[config.mk]
export PLATFORM = sky130hd
export DESIGN_NAME = step_dir_servo_pid_core
export DESIGN_NICKNAME = d
export VERILOG_FILES = /design/src/rtl/core/sdsp_pkg.sv /design/src/rtl/core/sdsp_err.sv /design/src/rtl/core/sdsp_mul.sv /design/src/rtl/core/sdsp_out.sv /design/src/rtl/core/step_dir_servo_pid_core.sv
export SDC_FILE = /design/constraint.sdc
export NUM_CORES = 2
export LEC_CHECK = 0
export BUFFER_PORTS_ARGS = -buffer_cell sky130_fd_sc_hd__buf_4
export CORE_MARGIN = 5
export CORE_UTILIZATION = 45
export DETAILED_ROUTE_END_ITERATION = 16
export SLEW_MARGIN = 20
export SYNTH_ARGS = -nofsm -noshare
export SYNTH_HDL_FRONTEND = slang
export SYNTH_SLANG_ARGS = --single-unit
[constraint.sdc]
create_clock -name clk -period 7 [get_ports clk]
set_input_delay 0.35 -clock clk [delete_from_list [all_inputs] [get_ports clk]]
set_output_delay 0.35 -clock clk [all_outputs]
set_load 0.02 [all_outputs]
[src/rtl/core/sdsp_pkg.sv]
`timescale 1ns / 1ps
`default_nettype none

package sdsp_pkg;

	// configuration register indexes
	localparam int unsigned CFG_IDX_W = 3;
	localparam logic [CFG_IDX_W-1:0] REG_GAIN_P         = 3'd0;
	localparam logic [CFG_IDX_W-1:0] REG_GAIN_I         = 3'd1;
	localparam logic [CFG_IDX_W-1:0] REG_GAIN_D         = 3'd2;
	localparam logic [CFG_IDX_W-1:0] REG_ERROR_LIMIT    = 3'd3;
	localparam logic [CFG_IDX_W-1:0] REG_PWM_PERIOD     = 3'd4;
	localparam logic [CFG_IDX_W-1:0] REG_INTEGRAL_LIMIT = 3'd5;
	localparam logic [CFG_IDX_W-1:0] REG_MOTOR_ENABLE   = 3'd6;

	// register reset values
	localparam logic signed [15:0] GAIN_P_RST         = 16'sd30;
	localparam logic signed [15:0] GAIN_I_RST         = 16'sd1;
	localparam logic signed [15:0] GAIN_D_RST         = 16'sd1;
	localparam logic [14:0]        ERROR_LIMIT_RST    = 15'd15;
	localparam logic [15:0]        PWM_PERIOD_RST     = 16'd4000;
	localparam logic [14:0]        INTEGRAL_LIMIT_RST = 15'd4096;
	localparam logic               MOTOR_ENABLE_RST   = 1'b1;

	// drive code bit positions
	localparam int unsigned DRV_EN_BIT  = 0;
	localparam int unsigned DRV_POS_BIT = 1;

	// error / integral stage word
	typedef struct packed {
		logic               valid;
		logic signed [15:0] err;
		logic signed [15:0] integ;
		logic signed [16:0] derr;
		logic               fault;
	} stg1_t;

	// product stage word
	typedef struct packed {
		logic               valid;
		logic signed [31:0] prod_p;
		logic signed [31:0] prod_i;
		logic signed [31:0] prod_d;
		logic signed [15:0] err;
		logic               fault;
	} stg2_t;

endpackage

`default_nettype wire

[src/rtl/core/sdsp_err.sv]
`timescale 1ns / 1ps
`default_nettype none

module sdsp_err (
	input  wire                 clk,
	input  wire                 arst_n,
	input  wire                 in_valid,
	output logic                in_stall,
	input  wire  [15:0]         step_count,
	input  wire  [15:0]         quad_count,
	input  wire  [14:0]         error_limit,
	input  wire  [14:0]         integral_limit,
	input  wire                 fault_clr,
	input  wire                 down_stall,
	output sdsp_pkg::stg1_t     s1
);
	import sdsp_pkg::*;

	logic [15:0]        prev_step_q;
	logic [15:0]        prev_quad_q;
	logic signed [15:0] err_q;
	logic signed [15:0] integ_q;
	logic               fault_q;

	logic               accept;
	logic [15:0]        step_dlt;
	logic [15:0]        quad_dlt;
	logic signed [15:0] err_nxt;
	logic signed [16:0] err_x;
	logic signed [16:0] elim_x;
	logic               exceed;
	logic signed [15:0] integ_sum;
	logic signed [15:0] ilim;
	logic signed [15:0] integ_nxt;
	logic signed [16:0] derr_nxt;

	// stage holds while its word cannot move on
	assign in_stall = s1.valid && down_stall;
	assign accept   = in_valid && !in_stall;

	// modular counter deltas into the wrapping error
	always_comb begin
		step_dlt = step_count - prev_step_q;
		quad_dlt = quad_count - prev_quad_q;
		err_nxt  = $signed(err_q + step_dlt - quad_dlt);
	end

	// fault window check
	always_comb begin
		err_x  = {err_nxt[15], err_nxt};
		elim_x = $signed({2'b00, error_limit});
		exceed = (err_x > elim_x) || (err_x < -elim_x);
	end

	// integral with wrap, then symmetric clamp
	always_comb begin
		integ_sum = integ_q + err_nxt;
		ilim      = $signed({1'b0, integral_limit});
		if (integ_sum > ilim) begin
			integ_nxt = ilim;
		end else if (integ_sum < -ilim) begin
			integ_nxt = -ilim;
		end else begin
			integ_nxt = integ_sum;
		end
		// previous error is the accumulator before this update
		derr_nxt = {err_nxt[15], err_nxt} - {err_q[15], err_q};
	end

	// controller state
	always_ff @(posedge clk or negedge arst_n) begin
		if (!arst_n) begin
			prev_step_q <= '0;
			prev_quad_q <= '0;
			err_q       <= '0;
			integ_q     <= '0;
			fault_q     <= 1'b0;
		end else begin
			if (accept) begin
				prev_step_q <= step_count;
				prev_quad_q <= quad_count;
				err_q       <= err_nxt;
				integ_q     <= integ_nxt;
			end
			if (fault_clr) begin
				fault_q <= 1'b0;
			end else if (accept && exceed) begin
				fault_q <= 1'b1;
			end
		end
	end

	// stage valid and payload
	always_ff @(posedge clk or negedge arst_n) begin
		if (!arst_n) begin
			s1 <= '0;
		end else begin
			if (!in_stall) begin
				s1.valid <= in_valid;
			end
			if (accept) begin
				s1.err   <= err_nxt;
				s1.integ <= integ_nxt;
				s1.derr  <= derr_nxt;
				s1.fault <= fault_q || exceed;
			end
		end
	end

endmodule

`default_nettype wire

[src/rtl/core/sdsp_mul.sv]
`timescale 1ns / 1ps
`default_nettype none

module sdsp_mul (
	input  wire                 clk,
	input  wire                 arst_n,
	input  wire sdsp_pkg::stg1_t s1,
	output logic                up_stall,
	input  wire  signed [15:0]  gain_p,
	input  wire  signed [15:0]  gain_i,
	input  wire  signed [15:0]  gain_d,
	input  wire                 down_stall,
	output sdsp_pkg::stg2_t     s2
);
	import sdsp_pkg::*;

	logic               load;
	logic signed [31:0] prod_p;
	logic signed [31:0] prod_i;
	logic signed [32:0] prod_d_full;

	assign up_stall = s2.valid && down_stall;
	assign load     = s1.valid && !up_stall;

	// three independent products
	always_comb begin
		prod_p      = gain_p * s1.err;
		prod_i      = gain_i * s1.integ;
		prod_d_full = gain_d * s1.derr;
	end

	// stage valid and payload, derivative product wraps to 32 bits
	always_ff @(posedge clk or negedge arst_n) begin
		if (!arst_n) begin
			s2 <= '0;
		end else begin
			if (!up_stall) begin
				s2.valid <= s1.valid;
			end
			if (load) begin
				s2.prod_p <= prod_p;
				s2.prod_i <= prod_i;
				s2.prod_d <= prod_d_full[31:0];
				s2.err    <= s1.err;
				s2.fault  <= s1.fault;
			end
		end
	end

endmodule

`default_nettype wire

[src/rtl/core/sdsp_out.sv]
`timescale 1ns / 1ps
`default_nettype none

module sdsp_out (
	input  wire                 clk,
	input  wire                 arst_n,
	input  wire sdsp_pkg::stg2_t s2,
	output logic                up_stall,
	input  wire  [15:0]         pwm_period,
	input  wire                 motor_enable,
	output logic                out_valid,
	input  wire                 out_stall,
	output logic [15:0]         pwm_compare,
	output logic [1:0]          drive_code,
	output logic signed [31:0]  pid_value,
	output logic signed [15:0]  position_error,
	output logic                fault
);
	import sdsp_pkg::*;

	logic               valid_s3;
	logic signed [31:0] pid_s3;
	logic signed [15:0] err_s3;
	logic               fault_s3;

	logic               out_hold;
	logic               s3_hold;
	logic               load_s3;
	logic               load_out;
	logic [31:0]        mag;
	logic [15:0]        cmp;
	logic [1:0]         code;

	assign out_hold = out_valid && out_stall;
	assign s3_hold  = valid_s3 && out_hold;
	assign up_stall = s3_hold;
	assign load_s3  = s2.valid && !s3_hold;
	assign load_out = valid_s3 && !out_hold;

	// sum stage valid
	always_ff @(posedge clk or negedge arst_n) begin
		if (!arst_n) begin
			valid_s3 <= 1'b0;
		end else if (!s3_hold) begin
			valid_s3 <= s2.valid;
		end
	end

	// wrapping pid sum
	always_ff @(posedge clk) begin
		if (load_s3) begin
			pid_s3   <= s2.prod_p + s2.prod_i + s2.prod_d;
			err_s3   <= s2.err;
			fault_s3 <= s2.fault;
		end
	end

	// magnitude, cap and drive code
	always_comb begin
		mag = pid_s3[31] ? (32'd0 - pid_s3) : pid_s3;
		cmp = (mag > {16'd0, pwm_period}) ? pwm_period : mag[15:0];
		code = '0;
		code[DRV_POS_BIT] = (pid_s3 != '0) && !pid_s3[31];
		code[DRV_EN_BIT]  = (pid_s3 != '0) && motor_enable;
	end

	// output word valid
	always_ff @(posedge clk or negedge arst_n) begin
		if (!arst_n) begin
			out_valid <= 1'b0;
		end else if (!out_hold) begin
			out_valid <= valid_s3;
		end
	end

	// output word payload
	always_ff @(posedge clk) begin
		if (load_out) begin
			pwm_compare    <= cmp;
			drive_code     <= code;
			pid_value      <= pid_s3;
			position_error <= err_s3;
			fault          <= fault_s3;
		end
	end

endmodule

`default_nettype wire

[src/rtl/core/step_dir_servo_pid_core.sv]
// step/direction servo pid position controller
// an accepted input word is registered in s1, s2, the pid sum stage and the output word before out_valid
// throughput: one word per cycle unless out_stall holds a full pipeline; any stage accepts while a later one is free
// pipeline: error/integral update, products, pid sum, magnitude/cap/code
// reset: asynchronous active low; state clears to zero, registers to defaults
`timescale 1ns / 1ps
`default_nettype none

module step_dir_servo_pid_core (
	input  wire                 clk,
	input  wire                 arst_n,
	input  wire                 cfg_wr_en,
	input  wire  [2:0]          cfg_index,
	input  wire  [15:0]         cfg_data,
	input  wire                 in_valid,
	output logic                in_stall,
	input  wire  [15:0]         step_count,
	input  wire  [15:0]         quad_count,
	output logic                out_valid,
	input  wire                 out_stall,
	output logic [15:0]         pwm_compare,
	output logic [1:0]          drive_code,
	output logic signed [31:0]  pid_value,
	output logic signed [15:0]  position_error,
	output logic                fault
);
	import sdsp_pkg::*;

	logic signed [15:0] gain_p_q;
	logic signed [15:0] gain_i_q;
	logic signed [15:0] gain_d_q;
	logic [14:0]        error_limit_q;
	logic [15:0]        pwm_period_q;
	logic [14:0]        integral_limit_q;
	logic               motor_enable_q;

	logic               fault_clr;
	logic               s2_hold;
	logic               s3_hold;
	stg1_t              s1;
	stg2_t              s2;

	// any write to a known register clears the sticky fault
	always_comb begin
		fault_clr = 1'b0;
		if (cfg_wr_en) begin
			case (cfg_index)
				REG_GAIN_P, REG_GAIN_I, REG_GAIN_D, REG_ERROR_LIMIT,
				REG_PWM_PERIOD, REG_INTEGRAL_LIMIT, REG_MOTOR_ENABLE: begin
					fault_clr = 1'b1;
				end
				default: begin
					fault_clr = 1'b0;
				end
			endcase
		end
	end

	// configuration registers
	always_ff @(posedge clk or negedge arst_n) begin
		if (!arst_n) begin
			gain_p_q         <= GAIN_P_RST;
			gain_i_q         <= GAIN_I_RST;
			gain_d_q         <= GAIN_D_RST;
			error_limit_q    <= ERROR_LIMIT_RST;
			pwm_period_q     <= PWM_PERIOD_RST;
			integral_limit_q <= INTEGRAL_LIMIT_RST;
			motor_enable_q   <= MOTOR_ENABLE_RST;
		end else if (cfg_wr_en) begin
			case (cfg_index)
				REG_GAIN_P:         gain_p_q         <= $signed(cfg_data);
				REG_GAIN_I:         gain_i_q         <= $signed(cfg_data);
				REG_GAIN_D:         gain_d_q         <= $signed(cfg_data);
				REG_ERROR_LIMIT:    error_limit_q    <= cfg_data[14:0];
				REG_PWM_PERIOD:     pwm_period_q     <= cfg_data;
				REG_INTEGRAL_LIMIT: integral_limit_q <= cfg_data[14:0];
				REG_MOTOR_ENABLE:   motor_enable_q   <= cfg_data[0];
				default: begin
				end
			endcase
		end
	end

	// error, fault and integral update
	sdsp_err u_err (
		.clk            (clk),
		.arst_n         (arst_n),
		.in_valid       (in_valid),
		.in_stall       (in_stall),
		.step_count     (step_count),
		.quad_count     (quad_count),
		.error_limit    (error_limit_q),
		.integral_limit (integral_limit_q),
		.fault_clr      (fault_clr),
		.down_stall     (s2_hold),
		.s1             (s1)
	);

	// gain products
	sdsp_mul u_mul (
		.clk        (clk),
		.arst_n     (arst_n),
		.s1         (s1),
		.up_stall   (s2_hold),
		.gain_p     (gain_p_q),
		.gain_i     (gain_i_q),
		.gain_d     (gain_d_q),
		.down_stall (s3_hold),
		.s2         (s2)
	);

	// pid sum and output word
	sdsp_out u_out (
		.clk            (clk),
		.arst_n         (arst_n),
		.s2             (s2),
		.up_stall       (s3_hold),
		.pwm_period     (pwm_period_q),
		.motor_enable   (motor_enable_q),
		.out_valid      (out_valid),
		.out_stall      (out_stall),
		.pwm_compare    (pwm_compare),
		.drive_code     (drive_code),
		.pid_value      (pid_value),
		.position_error (position_error),
		.fault          (fault)
	);

endmodule

`default_nettype wire

== After elaboration in Yosys (flattened, before gate mapping) ==
Index checks and enable logic that the tools add are counted.

* Register bits after elaboration: 411
* Bits of input ports: 56
* Output and inout port bits: 69
* Logic and storage cells: 93

* $add $sub $neg: 11
* $mul: 3
* Order comparisons: 5
* Eq/ne operators: 6
* Muxes and demuxes: 8
* Reductions and logical operators: 29

{| class="wikitable"
|+ Operators with widths
! cell !! count
|-
| adder 32 bit || 2
|-
| multiplier 16 x 16 -> 32 bit || 2
|-
| two-way mux 16 bit || 3
|-
| subtractor 16 bit || 3
|-
| adder 16 bit || 2
|-
| greater-than comparator 16 bit || 2
|-
| greater-than comparator 32 x 16 -> 1 bit || 1
|-
| multiplier 16 x 17 -> 32 bit || 1
|-
| two-way mux 32 bit || 1
|-
| nonzero test 32 bit || 1
|-
| subtractor 1 x 32 -> 32 bit, first input constant || 1
|-
| less-than comparator 16 x 17 -> 1 bit || 1
|-
| negator 15 -> 17 bit || 1
|-
| subtractor 16 x 16 -> 17 bit || 1
|-
| less-than comparator 16 bit || 1
|-
| negator 15 -> 16 bit || 1
|-
| AND reduction 2 bit || 7
|-
| logical AND 1 bit || 11
|-
| equality test 3 bit, second input constant || 3
|-
| OR reduction 7 bit || 1
|-
| equality test 3 x 2 -> 1 bit, second input constant || 2
|-
| logical NOT 1 bit || 5
|-
| two-way mux 1 bit || 4
|-
| equality test 3 x 1 -> 1 bit, second input constant || 1
|-
| 3 further kinds || 4
|}

== Longest topological paths before layout ==
* Depth in word-level cells: 9
* Gate-level depth with buffers: 36
* Depth with buffers taken out: 35

== Cells and area by module ==
A second synthesis with hierarchy kept.

* Cells, all modules: 5465
* Area total of the unflattened synthesis: 53297.4 sq um

{| class="wikitable"
|+ Modules (own cells, without submodules)
! module !! instances !! cells an instance !! area each (sq um) !! seq. area each (sq um)
|-
| sdsp_mul || 1 || 3659 || 33641.0 || 2852.7
|-
| sdsp_err || 1 || 1013 || 8675.8 || 2102.0
|-
| sdsp_out || 1 || 581 || 7262.0 || 3533.4
|-
| step_dir_servo_pid_core || 1 || 212 || 3718.6 || 2399.8
|}

== Least setup slack after synthesis ==
No wires, ideal clock.

* Path type: in2reg
* Start: in step_count[2]
* End: reg u_err.integ_q[14]
* Arrival: 7.291 ns
* Slack: -0.411 ns
* Stages: 33
* Path through: inv_1 fa_1 inv_1 fa_1 inv_1 fa_1 inv_1 ha_1 a21o_1 a21oi_1 o21bai_1 a21oi_1 o21bai_1 a21oi_1 o21ai_0 a21oi_1 xnor2_1 ha_1 a21o_1 nor3_1 a21oi_1 a21o_1 a21oi_1 xnor2_1 inv_1 ha_1 a2111oi_0 nand4_1 nand3_1 buf_1 inv_1 a21o_1 a31o_2

* Cells in the longest elaborated chain, start to end: 7
* Elaborated cells between the ends (all ways): 8
* Classes of those cells: add/sub: 4; order compare: 2; mux: 2

{| class="wikitable"
|+ Ends and longest elaborated chain
! what !! line !! RTL
|-
| from (decl) || step_dir_servo_pid_core.sv:17 || <nowiki>input wire [15:0] step_count,</nowiki>
|-
| subtractor 16 bit (*) || sdsp_err.sv:43 || <nowiki>step_dlt = step_count - prev_step_q;</nowiki>
|-
| adder 16 bit (*) || sdsp_err.sv:45 || <nowiki>err_nxt = $signed(err_q + step_dlt - quad_dlt);</nowiki>
|-
| subtractor 16 bit (*) || sdsp_err.sv:45 ||
|-
| net u_err.err_nxt[10] || sdsp_err.sv:28 || <nowiki>logic signed [15:0] err_nxt;</nowiki>
|-
| adder 16 bit (*) || sdsp_err.sv:57 || <nowiki>integ_sum = integ_q + err_nxt;</nowiki>
|-
| less-than comparator 16 bit || sdsp_err.sv:61 || <nowiki>end else if (integ_sum < -ilim) begin</nowiki>
|-
| two-way mux 16 bit || sdsp_err.sv:61 ||
|-
| two-way mux 16 bit (*) || sdsp_err.sv:59 || <nowiki>if (integ_sum > ilim) begin</nowiki>
|-
| to (signal assigned) || sdsp_err.sv:83 || <nowiki>integ_q <= integ_nxt;</nowiki>
|-
| to (decl) || sdsp_err.sv:22 || <nowiki>logic signed [15:0] integ_q;</nowiki>
|}

Mark *: on every way through the listed nets, which the timed path passes. The rest lies on a longest branch.
A chain may end at the register's enable or synchronous reset.

== Worst setup path in the final report ==
* Start: reg u_err.prev_step_q[2]
* End: reg u_err.integ_q[11]

* Cells in the longest elaborated chain, start to end: 7
* Elaborated cells between the ends (all ways): 8
* Classes of those cells: add/sub: 4; order compare: 2; mux: 2

{| class="wikitable"
|+ Ends and longest elaborated chain
! what !! line !! RTL
|-
| from (decl) || sdsp_err.sv:19 || <nowiki>logic [15:0] prev_step_q;</nowiki>
|-
| from (signal assigned) || sdsp_err.sv:80 || <nowiki>prev_step_q <= step_count;</nowiki>
|-
| subtractor 16 bit (*) || sdsp_err.sv:43 ||
|-
| adder 16 bit (*) || sdsp_err.sv:45 ||
|-
| subtractor 16 bit (*) || sdsp_err.sv:45 ||
|-
| net u_err.err_nxt[5] || sdsp_err.sv:28 ||
|-
| adder 16 bit (*) || sdsp_err.sv:57 ||
|-
| less-than comparator 16 bit || sdsp_err.sv:61 ||
|-
| two-way mux 16 bit || sdsp_err.sv:61 ||
|-
| two-way mux 16 bit (*) || sdsp_err.sv:59 ||
|}

Marks and branches as above.

==> summary.md <==
| Metric | Value |
|---|---|
| Synth Flop Type | dfrtp_1 |
| Die Width | 352 µm |
| Required @ worst endpoint | 7.53 ns |
| TritonCTS clock tree | built |
| P&R area growth vs syn | 11.7% |
| Io pins | between 100 and 150 |
| Total Nets Final | about 7000 |
| Arrival time worst endpoint | around 7.5 ns |
| Distinct cell type count after synthesis | 78 |
| Total number of vias | slightly below 40000 |
| Filler Cell Count | 10900 |
| Slowest stage delay, CP | about 0.53 ns |
| Achievable Freq | 144 MHz |
| CP delay by family, top | adder cells |
| Final core occ | 0.507 |
| TritonCTS Buffers | 50 |
| Critical path class | reg -> reg |
| Clock root cell | clkbuf_16 |
| Ys async rst share | 0.718 |
| Clock skew | 0.0341 ns |
| Die Height | 352 µm |
| CTS sink cnt | roughly 410 |
| Slowest CP cell | fa_1 |
| Count leader, synth | inv_1 |
| Total of max-cap violations | 0 |
| Top post-synthesis cells by count | 1066 x inv_1, 873 x fa_1, 770 x nand2_1 |
| Share of cells above drive strength 1 | 0.111 |
| Unrepaired setup endpoints after global routing | true |
| Final ANT Viol Nets | 0 |
| Status | complete, no violations |
| GPL Wtd Cong | 0.911 |
| Drt first pass iters | 5 |
| Vias in the first global route | 40700 |
| Setup crit start kind | register |
| Synth top area cells | fa_1 33%, dfrtp_1 13%, ha_1 9.5%, inv_1 7.6%, edfxtp_1 6.6% |
| Synth Cell Area | around 0.053 mm² |
| Sequential fraction of the synthesis area | 0.206 |
| Total negative slack | 0 ns |
| Rel. slew slack | 0.334 |
| Die area | roughly 0.12 mm² |
| Post-Syn Instances | 5455 |
| Gr usage total | 0.242 |
| WL final | 149 mm |
| GRT Residual Overflow | 0 |
| Syn_area_per_cell | 9.67 µm² |
| Clock-pin slew on the worst setup and hold paths | 0.06 ns |
| Post-layout minimum cycle time | 6.96 ns |
| Initial core utilization | 0.453 |
| Final Slew Violations | 0 |
| Initial antenna violation count | 15 |
| Port bufs | 124 |
| Fin crit share | 0.994 |
| Max clock buf depth | 3 |
| Area leader, netlist | fa_1 |
| Hpwl dp | between 100 and 150 mm |
| Crit path max fanout | 5 |
| Slew @ Worst Pin | 0.998 ns |
| First-pass GRT wire length | approximately 240 mm |
| Clock Latency Late Sink | around 0.65 ns |
| Core box area | approximately 0.12 mm² |
| #FFs+latches synth | approximately 410 |
| Vias per cell | approximately 5.3 |
| Final setup violation count | 0 |
| Total number of yosys warnings | 0 |
| Iter 0 DRT Violations | around 2500 |
| Worst Path Buf+Inv | 8 |
| Largest net degree at the start of global routing | 98 |
| H-tree depth | 2 |
| # rows | 125 |
| Avg WL per Cell | 20.5 µm |
| Critical path endpoint category | register |
| Top cell type's share of synthesized area | 0.331 |
| EDFF count, synth | 116 |
| Drt drc | 0 |
| Net Count, Synth | 6786 |
| Fin. Hold Viols | 0 |
| Tightest Hold Check Type | in -> reg |
flip-flops by register name (all words and copies together) (netlist names), 16 cells and up:
name and flops:
gain_d_q 16, gain_i_q 16, gain_p_q 16, pwm_period_q 16, u_err.err_q 16, u_err.integ_q 16
u_err.prev_quad_q 16, u_err.prev_step_q 16, u_err.s1 19, u_mul.s2 114, u_out.err_s3 16, u_out.pid_s3 32
u_out.pid_value 32, u_out.position_error 16, u_out.pwm_compare 16
worst register-to-register path, delay by kind of cell, from the launching register on:
family / cells / cell delay, ns
AO/OA/AOI/OAI: 11 / 1.94
XOR/XNOR: 1 / 0.16
adder cells (fa/ha/maj): 6 / 2.46
buffers and inverters: 8 / 0.86
flip-flops: 1 / 0.40
multiplexers: 1 / 0.17
AND/OR/NAND/NOR: 4 / 0.88
cells by family (layout without fill, tap and decap cells):
group | count (synthesis) | count (layout) | share of synthesized area
buffers and inverters | 1260 | 1540 | 0.0898
other | 0 | 11 | 0
muxes | 102 | 102 | 0.0216
AOI/OAI and AO/OA | 708 | 708 | 0.0844
DFF | 411 | 411 | 0.206
and+or+nand+nor | 1491 | 1491 | 0.137
xor gates and xnor gates | 208 | 208 | 0.0348
adders and majority gates | 1275 | 1275 | 0.427
cell type report:
cell class              instances  area (µm²)  area share
clock inverters                36         380     0.00645
multi-input cells            3784       37500       0.636
diodes                         11        27.5    0.000467
inverters                    1066        4000      0.0679
flip-flops and latches        411       10900       0.185
repair buffers                380        2980      0.0505
clock buffers                  58        1300      0.0221
well taps                    1524        1910      0.0323
routing by layer:
| metal | global-route usage | vias up | part of all wire |
|---|---|---|---|
| met5 | 0 | - | 0.000081 |
| met4 | 0.0676 | 2 | 0.028 |
| met3 | 0.0348 | 191 | 0.060 |
| met2 | 0.399 | 1051 | 0.47 |
| met1 | 0.337 | 19700 | 0.44 |
| li1 | - | 17700 | - |
final timing paths:
| kind | cells after the start | to | from | slack [ns] |
|---|---|---|---|---|
| worst max-delay path | 31 | u_err.integ_q[11]$_DFFE_PN0P_ | u_err.prev_step_q[2]$_DFFE_PN0P_ | 0.04 |
| worst min-delay path | 3 | u_err.prev_step_q[9]$_DFFE_PN0P_ | step_count[9] | 0.04 |
| worst max register to register | 31 | u_err.integ_q[11]$_DFFE_PN0P_ | u_err.prev_step_q[2]$_DFFE_PN0P_ | 0.04 |
| worst min register to register | 0 | u_out.fault$_DFFE_PP_ | u_out.fault_s3$_DFFE_PP_ | 0.42 |
| max in group asynchronous | 3 | gain_d_q[7]$_DFFE_PN0P_ | arst_n | 5.05 |
| min in group asynchronous | 2 | u_err.prev_step_q[1]$_DFFE_PN0P_ | arst_n | 0.35 |
cells in the final DEF, fill, tap and decap left out, types with 13 or more instances in the layout:
| cell type | synthesis | layout |
|---|---|---|
| dfrtp_1 | 277 | 270 |
| xor2_1 | 45 | 44 |
| o21a_1 | 54 | 54 |
| a21o_1 | 63 | 63 |
| o21ai_0 | 246 | 243 |
| nor2_1 | 96 | 96 |
| o211ai_1 | 18 | 18 |
| and2_1 | 296 | 295 |
| nor4_1 | 18 | 17 |
| clkbuf_16 | 0 | 50 |
| ha_1 | 402 | 396 |
| a211oi_1 | 29 | 25 |
| nand2_1 | 770 | 767 |
| inv_1 | 1066 | 1061 |
| nand4_1 | 22 | 22 |
| nand3_1 | 50 | 49 |
| dfstp_2 | 18 | 18 |
| a31oi_1 | 30 | 29 |
| nand2b_1 | 70 | 70 |
| buf_4 | 0 | 346 |
| and3_1 | 13 | 13 |
| mux2_2 | 97 | 97 |
| a21oi_1 | 130 | 123 |
| or3_1 | 20 | 20 |
| o21bai_1 | 20 | 20 |
| nor3_1 | 52 | 49 |
| nor2b_1 | 16 | 15 |
| edfxtp_1 | 116 | 116 |
| dlygate4sd3_1 | 0 | 23 |
| xnor2_1 | 162 | 158 |
| o31ai_1 | 29 | 27 |
| fa_1 | 873 | 873 |
metrics by stage:
stage / area (µm²) / setup slack, ns / hold WS (ns) / instances
3_5_place_dp: 56600 / -0.263 / 0.408 / 7126
6_report: 59000 / 0.0407 / 0.0366 / 7270
2_1_floorplan: 52800 / 0.0154 / 0.0544 / 5455
3_3_place_gp: 56600 / -0.130 / 0.403 / 7126
4_1_cts: 58600 / 0.0163 / 0.00181 / 7243
5_1_grt: 58900 / -0.232 / 0.0497 / 7259
repair_timing:
action                                 in CTS  in global routing
cloned                                      0                  1
resized for setup                           6                 60
endpoints found under the hold margin     107                  0
buffers inserted                            0                 16
pin swaps                                   0                 41
setup endpoints to repair                  15                 24
hold buffers                               23                  0
Power is left out: the tool's default activity adds up to more than one toggle a clock period on the data nets, which glitch-free logic cannot reach.
